`config.mk`:
```
export PLATFORM = sky130hd
export DESIGN_NAME = lru_key_value_cache
export DESIGN_NICKNAME = d
export VERILOG_FILES = /design/src/rtl/core/lkvc_pkg.sv /design/src/rtl/core/lru_key_value_cache.sv /design/src/rtl/core/lkvc_ram.sv /design/src/rtl/core/lkvc_ctrl.sv
export SDC_FILE = /design/constraint.sdc
export NUM_CORES = 1
export LEC_CHECK = 0
export BUFFER_PORTS_ARGS = -buffer_cell sky130_fd_sc_hd__buf_2
export CAP_MARGIN = 20
export CORE_MARGIN = 5
export CORE_UTILIZATION = 60
export CTS_BUF_LIST = sky130_fd_sc_hd__clkbuf_8
export DETAILED_ROUTE_END_ITERATION = 7
export PLACE_DENSITY = 0.75
export SKIP_LAST_GASP = 1
export SLEW_MARGIN = 20
export SYNTH_ARGS = -nofsm -noshare
export SYNTH_HDL_FRONTEND = slang
export SYNTH_SLANG_ARGS = --single-unit
```
`constraint.sdc`:
```
create_clock -name clk -period 16.8 [get_ports clk]
set_clock_uncertainty 0.05 [all_clocks]
set_input_delay 2.52 -clock clk [delete_from_list [all_inputs] [get_ports clk]]
set_output_delay 2.52 -clock clk [all_outputs]
set_load 0.05 [all_outputs]
```
`src/rtl/core/lkvc_pkg.sv`:
```
// Shared constants and types for the LRU key-value cache.
// No dependencies; imported by the control unit and the top level.
package lkvc_pkg;

    localparam int KEY_W           = 32;
    localparam int VAL_W           = 32;
    localparam int CAP_W           = 5;
    localparam int ENTRIES_DEFAULT = 16;

    localparam logic [CAP_W-1:0] CAP_RESET = 5'd16;

    typedef enum logic
    {
        OP_GET = 1'b0,
        OP_PUT = 1'b1
    } op_t;

endpackage

```
`src/rtl/core/lru_key_value_cache.sv`:
```
// Top level of the LRU key-value cache: capacity register, sequencer and two RAMs.
// Depends on lkvc_pkg, lkvc_ram and lkvc_ctrl.
//
// Usage:
//   Command channel: drive operation (0 get, 1 put), key and value and raise
//   start; the item is taken at a clock edge where start is high and busy is
//   low. busy stays high until the item is fully processed.
//   Result channel: done pulses high for one cycle with hit and data valid.
//   hit tells whether the key was present; data is the stored value on a get
//   hit and zero otherwise. The receiver cannot stall; results must be taken
//   in the cycle done is high.
//   Configuration: cfg_data is written into the capacity register at an edge
//   where cfg_valid is high; cfg_ready is always high. Write it only while
//   busy is low. A capacity of 0 acts as 1, above ENTRIES acts as ENTRIES.
//   Timing: each item scans every entry of the tag RAM one per cycle, then,
//   except on a get miss, a second pass over the same RAM rewrites the
//   recency ranks. A new item can be taken in the cycle done is high. The
//   single read port of the tag RAM sets this pace.
//   Reset: all entries become invalid, occupancy is zero and capacity is 16.
module lru_key_value_cache
    import lkvc_pkg::*;
#(
    parameter int ENTRIES = ENTRIES_DEFAULT
) (
    input  logic                     clk,
    input  logic                     rst_n,
    input  logic                     start,
    output logic                     busy,
    input  logic                     operation,
    input  logic signed [KEY_W-1:0]  key,
    input  logic signed [VAL_W-1:0]  value,
    output logic                     done,
    output logic                     hit,
    output logic signed [VAL_W-1:0]  data,
    input  logic                     cfg_valid,
    output logic                     cfg_ready,
    input  logic [CAP_W-1:0]         cfg_data
);

    localparam int IDX_W  = (ENTRIES > 1) ? $clog2(ENTRIES) : 1;
    localparam int RANK_W = IDX_W;
    localparam int OCC_W  = $clog2(ENTRIES + 1);
    localparam int CMP_W  = (OCC_W > CAP_W) ? OCC_W : CAP_W;
    localparam int TAG_W  = KEY_W + RANK_W;

    logic [CAP_W-1:0]  capacity_reg;
    logic [CMP_W-1:0]  cap_wide;
    logic [CMP_W-1:0]  cap_clamp;
    logic [OCC_W-1:0]  cap_eff;

    logic              tag_we;
    logic [IDX_W-1:0]  tag_waddr;
    logic [TAG_W-1:0]  tag_wdata;
    logic              tag_re;
    logic [IDX_W-1:0]  tag_raddr;
    logic [TAG_W-1:0]  tag_rdata;
    logic              val_we;
    logic [IDX_W-1:0]  val_waddr;
    logic [VAL_W-1:0]  val_wdata;
    logic              val_re;
    logic [IDX_W-1:0]  val_raddr;
    logic [VAL_W-1:0]  val_rdata;
    logic [VAL_W-1:0]  data_raw;

    assign cfg_ready = 1'b1;

    always_ff @(posedge clk or negedge rst_n)
    begin
        if (!rst_n)
        begin
            capacity_reg <= CAP_RESET;
        end
        else if (cfg_valid)
        begin
            capacity_reg <= cfg_data;
        end
    end

    // Clamp capacity into 1..ENTRIES.
    always_comb
    begin
        cap_wide = CMP_W'(capacity_reg);
        priority if (cap_wide == '0)
        begin
            cap_clamp = CMP_W'(1);
        end
        else if (cap_wide > CMP_W'(ENTRIES))
        begin
            cap_clamp = CMP_W'(ENTRIES);
        end
        else
        begin
            cap_clamp = cap_wide;
        end
        cap_eff = cap_clamp[OCC_W-1:0];
    end

    lkvc_ctrl #(
        .ENTRIES (ENTRIES),
        .IDX_W   (IDX_W),
        .RANK_W  (RANK_W),
        .OCC_W   (OCC_W)
    ) u_ctrl (
        .clk       (clk),
        .rst_n     (rst_n),
        .start     (start),
        .busy      (busy),
        .operation (operation),
        .key       (KEY_W'(key)),
        .value     (VAL_W'(value)),
        .cap_eff   (cap_eff),
        .done      (done),
        .hit       (hit),
        .data      (data_raw),
        .tag_we    (tag_we),
        .tag_waddr (tag_waddr),
        .tag_wdata (tag_wdata),
        .tag_re    (tag_re),
        .tag_raddr (tag_raddr),
        .tag_rdata (tag_rdata),
        .val_we    (val_we),
        .val_waddr (val_waddr),
        .val_wdata (val_wdata),
        .val_re    (val_re),
        .val_raddr (val_raddr),
        .val_rdata (val_rdata)
    );

    assign data = signed'(data_raw);

    lkvc_ram #(
        .WIDTH (TAG_W),
        .DEPTH (ENTRIES),
        .AW    (IDX_W)
    ) u_tag_ram (
        .clk   (clk),
        .we    (tag_we),
        .waddr (tag_waddr),
        .wdata (tag_wdata),
        .re    (tag_re),
        .raddr (tag_raddr),
        .rdata (tag_rdata)
    );

    lkvc_ram #(
        .WIDTH (VAL_W),
        .DEPTH (ENTRIES),
        .AW    (IDX_W)
    ) u_val_ram (
        .clk   (clk),
        .we    (val_we),
        .waddr (val_waddr),
        .wdata (val_wdata),
        .re    (val_re),
        .raddr (val_raddr),
        .rdata (val_rdata)
    );

endmodule

```
`src/rtl/core/lkvc_ram.sv`:
```
// Simple dual-port synchronous RAM: one write port, one registered read port.
// No dependencies; used for the tag/rank store and the value store.
module lkvc_ram #(
    parameter int WIDTH = 32,
    parameter int DEPTH = 16,
    parameter int AW    = 4
) (
    input  logic             clk,
    input  logic             we,
    input  logic [AW-1:0]    waddr,
    input  logic [WIDTH-1:0] wdata,
    input  logic             re,
    input  logic [AW-1:0]    raddr,
    output logic [WIDTH-1:0] rdata
);

    logic [WIDTH-1:0] mem [DEPTH];
    logic [WIDTH-1:0] rdata_reg;

    always_ff @(posedge clk)
    begin
        if (we)
        begin
            mem[waddr] <= wdata;
        end
        if (re)
        begin
            rdata_reg <= mem[raddr];
        end
    end

    assign rdata = rdata_reg;

endmodule

```
`src/rtl/core/lkvc_ctrl.sv`:
```
// Sequencer for the LRU cache: scan pass over the tag store, decision, rank update pass.
// Depends on lkvc_pkg; drives the two lkvc_ram instances in the top level.
module lkvc_ctrl
    import lkvc_pkg::*;
#(
    parameter int ENTRIES = ENTRIES_DEFAULT,
    parameter int IDX_W   = 4,
    parameter int RANK_W  = 4,
    parameter int OCC_W   = 5
) (
    input  logic                     clk,
    input  logic                     rst_n,
    input  logic                     start,
    output logic                     busy,
    input  logic                     operation,
    input  logic [KEY_W-1:0]         key,
    input  logic [VAL_W-1:0]         value,
    input  logic [OCC_W-1:0]         cap_eff,
    output logic                     done,
    output logic                     hit,
    output logic [VAL_W-1:0]         data,
    output logic                     tag_we,
    output logic [IDX_W-1:0]         tag_waddr,
    output logic [KEY_W+RANK_W-1:0]  tag_wdata,
    output logic                     tag_re,
    output logic [IDX_W-1:0]         tag_raddr,
    input  logic [KEY_W+RANK_W-1:0]  tag_rdata,
    output logic                     val_we,
    output logic [IDX_W-1:0]         val_waddr,
    output logic [VAL_W-1:0]         val_wdata,
    output logic                     val_re,
    output logic [IDX_W-1:0]         val_raddr,
    input  logic [VAL_W-1:0]         val_rdata
);

    localparam logic [IDX_W-1:0] LAST_IDX = IDX_W'(ENTRIES - 1);

    typedef enum logic [1:0]
    {
        ST_IDLE,
        ST_SCAN,
        ST_DECIDE,
        ST_UPDATE
    } state_t;

    state_t               state_reg;
    op_t                  op_reg;
    logic [KEY_W-1:0]     key_reg;
    logic [VAL_W-1:0]     val_reg;
    logic [ENTRIES-1:0]   valid_reg;
    logic [OCC_W-1:0]     occ_reg;
    logic [IDX_W-1:0]     addr_reg;
    logic                 issue_reg;
    logic                 rd_vld_reg;
    logic [IDX_W-1:0]     rd_idx_reg;
    logic                 found_reg;
    logic [IDX_W-1:0]     match_idx_reg;
    logic [RANK_W-1:0]    match_rank_reg;
    logic                 free_reg;
    logic [IDX_W-1:0]     free_idx_reg;
    logic                 lru_have_reg;
    logic [IDX_W-1:0]     lru_idx_reg;
    logic [RANK_W-1:0]    lru_rank_reg;
    logic [IDX_W-1:0]     target_reg;
    logic [RANK_W-1:0]    old_rank_reg;
    logic                 age_all_reg;
    logic                 done_reg;
    logic                 hit_reg;
    logic [VAL_W-1:0]     data_reg;

    logic [KEY_W-1:0]     rd_key;
    logic [RANK_W-1:0]    rd_rank;
    logic                 rd_valid;
    logic                 rd_last;
    logic                 is_target;
    logic                 do_age;

    logic                 dec_upd;
    logic                 dec_fill;
    logic                 dec_val_we;
    logic [IDX_W-1:0]     dec_target;
    logic [RANK_W-1:0]    dec_old;
    logic                 dec_age_all;

    assign rd_key   = tag_rdata[KEY_W+RANK_W-1:RANK_W];
    assign rd_rank  = tag_rdata[RANK_W-1:0];
    assign rd_valid = valid_reg[rd_idx_reg];
    assign rd_last  = (rd_idx_reg == LAST_IDX);

    assign is_target = (rd_idx_reg == target_reg);
    assign do_age    = rd_valid && (age_all_reg || (rd_rank < old_rank_reg));

    // Pick the entry to touch once the scan has settled.
    always_comb
    begin
        dec_upd     = 1'b0;
        dec_fill    = 1'b0;
        dec_val_we  = 1'b0;
        dec_target  = match_idx_reg;
        dec_old     = match_rank_reg;
        dec_age_all = 1'b0;
        if (found_reg)
        begin
            dec_upd    = 1'b1;
            dec_val_we = (op_reg == OP_PUT);
        end
        else if (op_reg == OP_PUT)
        begin
            if ((occ_reg < cap_eff) && free_reg)
            begin
                dec_upd     = 1'b1;
                dec_fill    = 1'b1;
                dec_val_we  = 1'b1;
                dec_target  = free_idx_reg;
                dec_age_all = 1'b1;
            end
            else if (lru_have_reg)
            begin
                dec_upd    = 1'b1;
                dec_val_we = 1'b1;
                dec_target = lru_idx_reg;
                dec_old    = lru_rank_reg;
            end
        end
    end

    // Memory ports
    always_comb
    begin
        tag_re    = issue_reg && ((state_reg == ST_SCAN) || (state_reg == ST_UPDATE));
        tag_raddr = addr_reg;
        tag_waddr = rd_idx_reg;
        tag_we    = (state_reg == ST_UPDATE) && rd_vld_reg && (is_target || do_age);
        if (is_target)
        begin
            tag_wdata = {key_reg, {RANK_W{1'b0}}};
        end
        else
        begin
            tag_wdata = {rd_key, rd_rank + 1'b1};
        end
        val_we    = (state_reg == ST_DECIDE) && dec_val_we;
        val_waddr = dec_target;
        val_wdata = val_reg;
        val_re    = (state_reg == ST_DECIDE) && found_reg && (op_reg == OP_GET);
        val_raddr = match_idx_reg;
    end

    always_ff @(posedge clk or negedge rst_n)
    begin
        if (!rst_n)
        begin
            state_reg  <= ST_IDLE;
            valid_reg  <= '0;
            occ_reg    <= '0;
            issue_reg  <= 1'b0;
            rd_vld_reg <= 1'b0;
            done_reg   <= 1'b0;
        end
        else
        begin
            done_reg <= 1'b0;
            unique case (state_reg)
                ST_IDLE:
                begin
                    if (start)
                    begin
                        op_reg       <= op_t'(operation);
                        key_reg      <= key;
                        val_reg      <= value;
                        addr_reg     <= '0;
                        issue_reg    <= 1'b1;
                        rd_vld_reg   <= 1'b0;
                        found_reg    <= 1'b0;
                        free_reg     <= 1'b0;
                        lru_have_reg <= 1'b0;
                        state_reg    <= ST_SCAN;
                    end
                end

                ST_SCAN, ST_UPDATE:
                begin
                    // Advance the read address; the RAM returns its data on the next cycle.
                    rd_vld_reg <= issue_reg;
                    rd_idx_reg <= addr_reg;
                    if (issue_reg)
                    begin
                        if (addr_reg == LAST_IDX)
                        begin
                            issue_reg <= 1'b0;
                        end
                        else
                        begin
                            addr_reg <= addr_reg + 1'b1;
                        end
                    end
                    if (rd_vld_reg && (state_reg == ST_SCAN))
                    begin
                        if (rd_valid && (rd_key == key_reg) && !found_reg)
                        begin
                            found_reg      <= 1'b1;
                            match_idx_reg  <= rd_idx_reg;
                            match_rank_reg <= rd_rank;
                        end
                        if (!rd_valid && !free_reg)
                        begin
                            free_reg     <= 1'b1;
                            free_idx_reg <= rd_idx_reg;
                        end
                        if (rd_valid && (!lru_have_reg || (rd_rank > lru_rank_reg)))
                        begin
                            lru_have_reg <= 1'b1;
                            lru_idx_reg  <= rd_idx_reg;
                            lru_rank_reg <= rd_rank;
                        end
                        if (rd_last)
                        begin
                            state_reg <= ST_DECIDE;
                        end
                    end
                    if (rd_vld_reg && (state_reg == ST_UPDATE) && rd_last)
                    begin
                        state_reg <= ST_IDLE;
                        done_reg  <= 1'b1;
                        hit_reg   <= found_reg;
                        data_reg  <= (found_reg && (op_reg == OP_GET)) ? val_rdata : '0;
                    end
                end

                ST_DECIDE:
                begin
                    target_reg   <= dec_target;
                    old_rank_reg <= dec_old;
                    age_all_reg  <= dec_age_all;
                    rd_vld_reg   <= 1'b0;
                    if (dec_fill)
                    begin
                        valid_reg[dec_target] <= 1'b1;
                        occ_reg               <= occ_reg + 1'b1;
                    end
                    if (dec_upd)
                    begin
                        addr_reg  <= '0;
                        issue_reg <= 1'b1;
                        state_reg <= ST_UPDATE;
                    end
                    else
                    begin
                        // Get miss: nothing changes, report at once.
                        state_reg <= ST_IDLE;
                        done_reg  <= 1'b1;
                        hit_reg   <= 1'b0;
                        data_reg  <= '0;
                    end
                end

                default:
                begin
                    state_reg <= ST_IDLE;
                end
            endcase
        end
    end

    assign busy = (state_reg != ST_IDLE);
    assign done = done_reg;
    assign hit  = hit_reg;
    assign data = data_reg;

endmodule
```
==> impl_metrics.yaml <==
run_status:
  status: "finished, final reports clean"
cells_and_area:
  fillCellCount: 5021
  final_common_cell: "edfxtp_1"
  layout-drive-gt1-share: 0.308
  area_growth_pct: 11.8
  multi_input_area_mm2: 0.0108
  seqCellArea_mm2: 0.0396
  final_net_count: 2559
  most-common-layout-cells: "edfxtp_1, mux4_2, clkbuf_8"
  largest_reg_flops: 576
critical_path:
  end_kind: "output port"
  worst-path-max-fanout: 20
  cp.required_ns: 14.23
  start_kind: "register"
  crit_type: "register to output port"
  worstPathArrival_ns: 2.16
timing:
  hold_violations: 0
  slew_headroom: 0.261
  worst_pin_slew_ns: 1.11
  maxSlewViolCount: 0
  final.setup.tns_ns: 0
  period_needed_ns: 4.73
  grt_setup_unrepaired: "no"
  timing.final.crit_share: 0.282
  setup_slack_ns: 12.07
  fmax_ghz: 0.211
  setup_violations: 0
clock_network:
  cts-hold-fix-buffers: 0
  cts.sinks: 1325
  path_clk_slew_ns: 0.06
  post-cts-setup-buffers: 0
  clock_path_buffers: 3
  post_cts_resized: 0
  cts_tree: "done"
  root_buffer: "clkbuf_8"
  clock_latency_ns: 0.87
  htreeDepth: 4
  numCtsBuffers: 199
drt:
  routedWlPerCell_um: 28.9
  drc: 0
  first_iter_violations: 2499
  dr.pass1.iters: 5
  vias: 23400
  wirelength_um: 108000
  avgViaCountPerCell: 6.30
  ant_nets: 0
floorplan:
  pin_count: 110
  rows: 106
  die_area_mm2: 0.0901
  fp.dieW_um: 300
  die_height_um: 300
  start_util: 0.605
  core-area_mm2: 0.0836
grt:
  grt_usage: 0.243
  grt_max_degree: 132
  grt_pass1_wl_um: 159000
  grt_overflow: 0
  grt_pass1_vias: 24600
  antenna_found_initial: 4
synth:
  synthFlopType: "edfxtp_1"
  synth_fp_nets: 2297
  synth-seq-cells: 1325
  syn_inst: 2209
  synth_edf_count: 1294
  ys_async_sr_fraction: 0.0234
  synth_area_mm2: 0.0505
  syn_area_per_cell_um2: 22.9
  synth.distinct_cells: 63
  yosysWarnings: 0
  synth-seq-area-share: 0.784
placement:
  io_buffers: 108
  gp_congestion: 0.773
  dp_slack_ns: 11.42
  dpl.hpwl_um: 55100
job:
  maxCapViolations: 0
power_and_ir_drop:
  power.leakage_nw: 18.2
  vdd_drop_max_mv: 0.107
  p_per_area_mw_per_mm2: 138
hold_path:
  min_path_type: "register to register"
[kinds of logic after synthesis]
family | share of synthesized area
buffers and inverters | 0.00918
multiplexers | 0.157
adder cells (fa/ha/maj) | 0.00347
flip-flops | 0.784
other | 0.0000742
AO/OA/AOI/OAI | 0.0113
AND/OR/NAND/NOR | 0.0274
XOR/XNOR | 0.00762
[per-stage QoR]
step | power (mW) | std cells | util | instance area (um2) | hold slack, ns
6_report | 7.80 | 3723 | 0.676 | 56500 | 0.431
5_1_grt | 8.13 | 3722 | 0.676 | 56500 | 0.453
4_1_cts | 7.85 | 3717 | 0.675 | 56400 | 0.428
3_5_place_dp | 5.45 | 3347 | 0.631 | 52700 | 0.415
3_3_place_gp | 5.38 | 3347 | 0.631 | 52700 | 0.404
2_1_floorplan | 5.07 | 2209 | - | 50500 | 0.374
[worst paths after layout]
kind	start	endpoint	slack, ns	cells after the start
max	u_ctrl.state_reg[0]$_DFFE_PN0P_	busy	12.07	2
max in group asynchronous	rst_n	cap_wide[4]$_DFFE_PN1P_	14.68	2
max reg2reg	cap_wide[4]$_DFFE_PN1P_	u_val_ram.mem[6][22]$_DFFE_PP_	12.87	10
min	u_ctrl.valid_reg[7]$_DFFE_PN0P_	u_ctrl.valid_reg[7]$_DFFE_PN0P_	0.43	1
min reg2reg	u_ctrl.valid_reg[7]$_DFFE_PN0P_	u_ctrl.valid_reg[7]$_DFFE_PN0P_	0.43	1
min in group asynchronous	rst_n	u_ctrl.state_reg[1]$_DFFE_PN0P_	1.66	2
[critical path: stages, from the launching register on]
cell and delay (ns):
dfrtp_1 0.71, or2_2 0.23, buf_2 0.35
[per-layer routing]
| metal | share of wire | track usage |
|---|---|---|
| met1 | 0.36 | 0.315 |
| met5 | 0.00012 | 0 |
| met2 | 0.53 | 0.418 |
| met3 | 0.082 | 0.0534 |
| met4 | 0.025 | 0.0793 |
[Yosys cell counts (4+ instances only)]
cell type	instances	share of area
and2_1	41	0.0051
o21bai_1	16	0.0024
mux4_2	345	0.15
xnor2_1	13	0.0023
nand2_1	110	0.0082
ha_1	14	0.0035
xor2_1	31	0.0054
nand4_1	10	0.0012
and3_1	4	0.00050
dfrtp_1	30	0.015
nor2b_1	9	0.0011
clkbuf_1	63	0.0047
nor4_1	8	0.00099
nand2b_1	9	0.0011
nand3_1	21	0.0021
edfxtp_1	1294	0.77
nor3_1	9	0.00089
nor2_1	36	0.0027
inv_1	11	0.00082
a21oi_1	20	0.0020
buf_2	17	0.0017
buf_1	20	0.0015
nand3b_1	6	0.00089
mux2_2	10	0.0022
a21o_1	6	0.00089
mux2i_1	4	0.00079
[cell type report]
type                            count  share of cell area
Clock inverter                    169              0.0161
Antenna cell                        3            0.000133
Clock buffer                      201              0.0490
Sequential cell                  1325               0.702
Multi-Input combinational cell    769               0.191
Timing Repair Buffer              163              0.0177
Tap cell                         1080              0.0239
Inverter                           13            0.000864
[where the power goes]
group	internal, mW	switching [mW]	total [mW]
Combinational	0.476	0.729	1.20
Sequential	4.06	0.117	4.18
Clock	1.20	1.21	2.41
Total	5.74	2.06	7.80
Note: power is estimated with default switching activity, not from simulation.
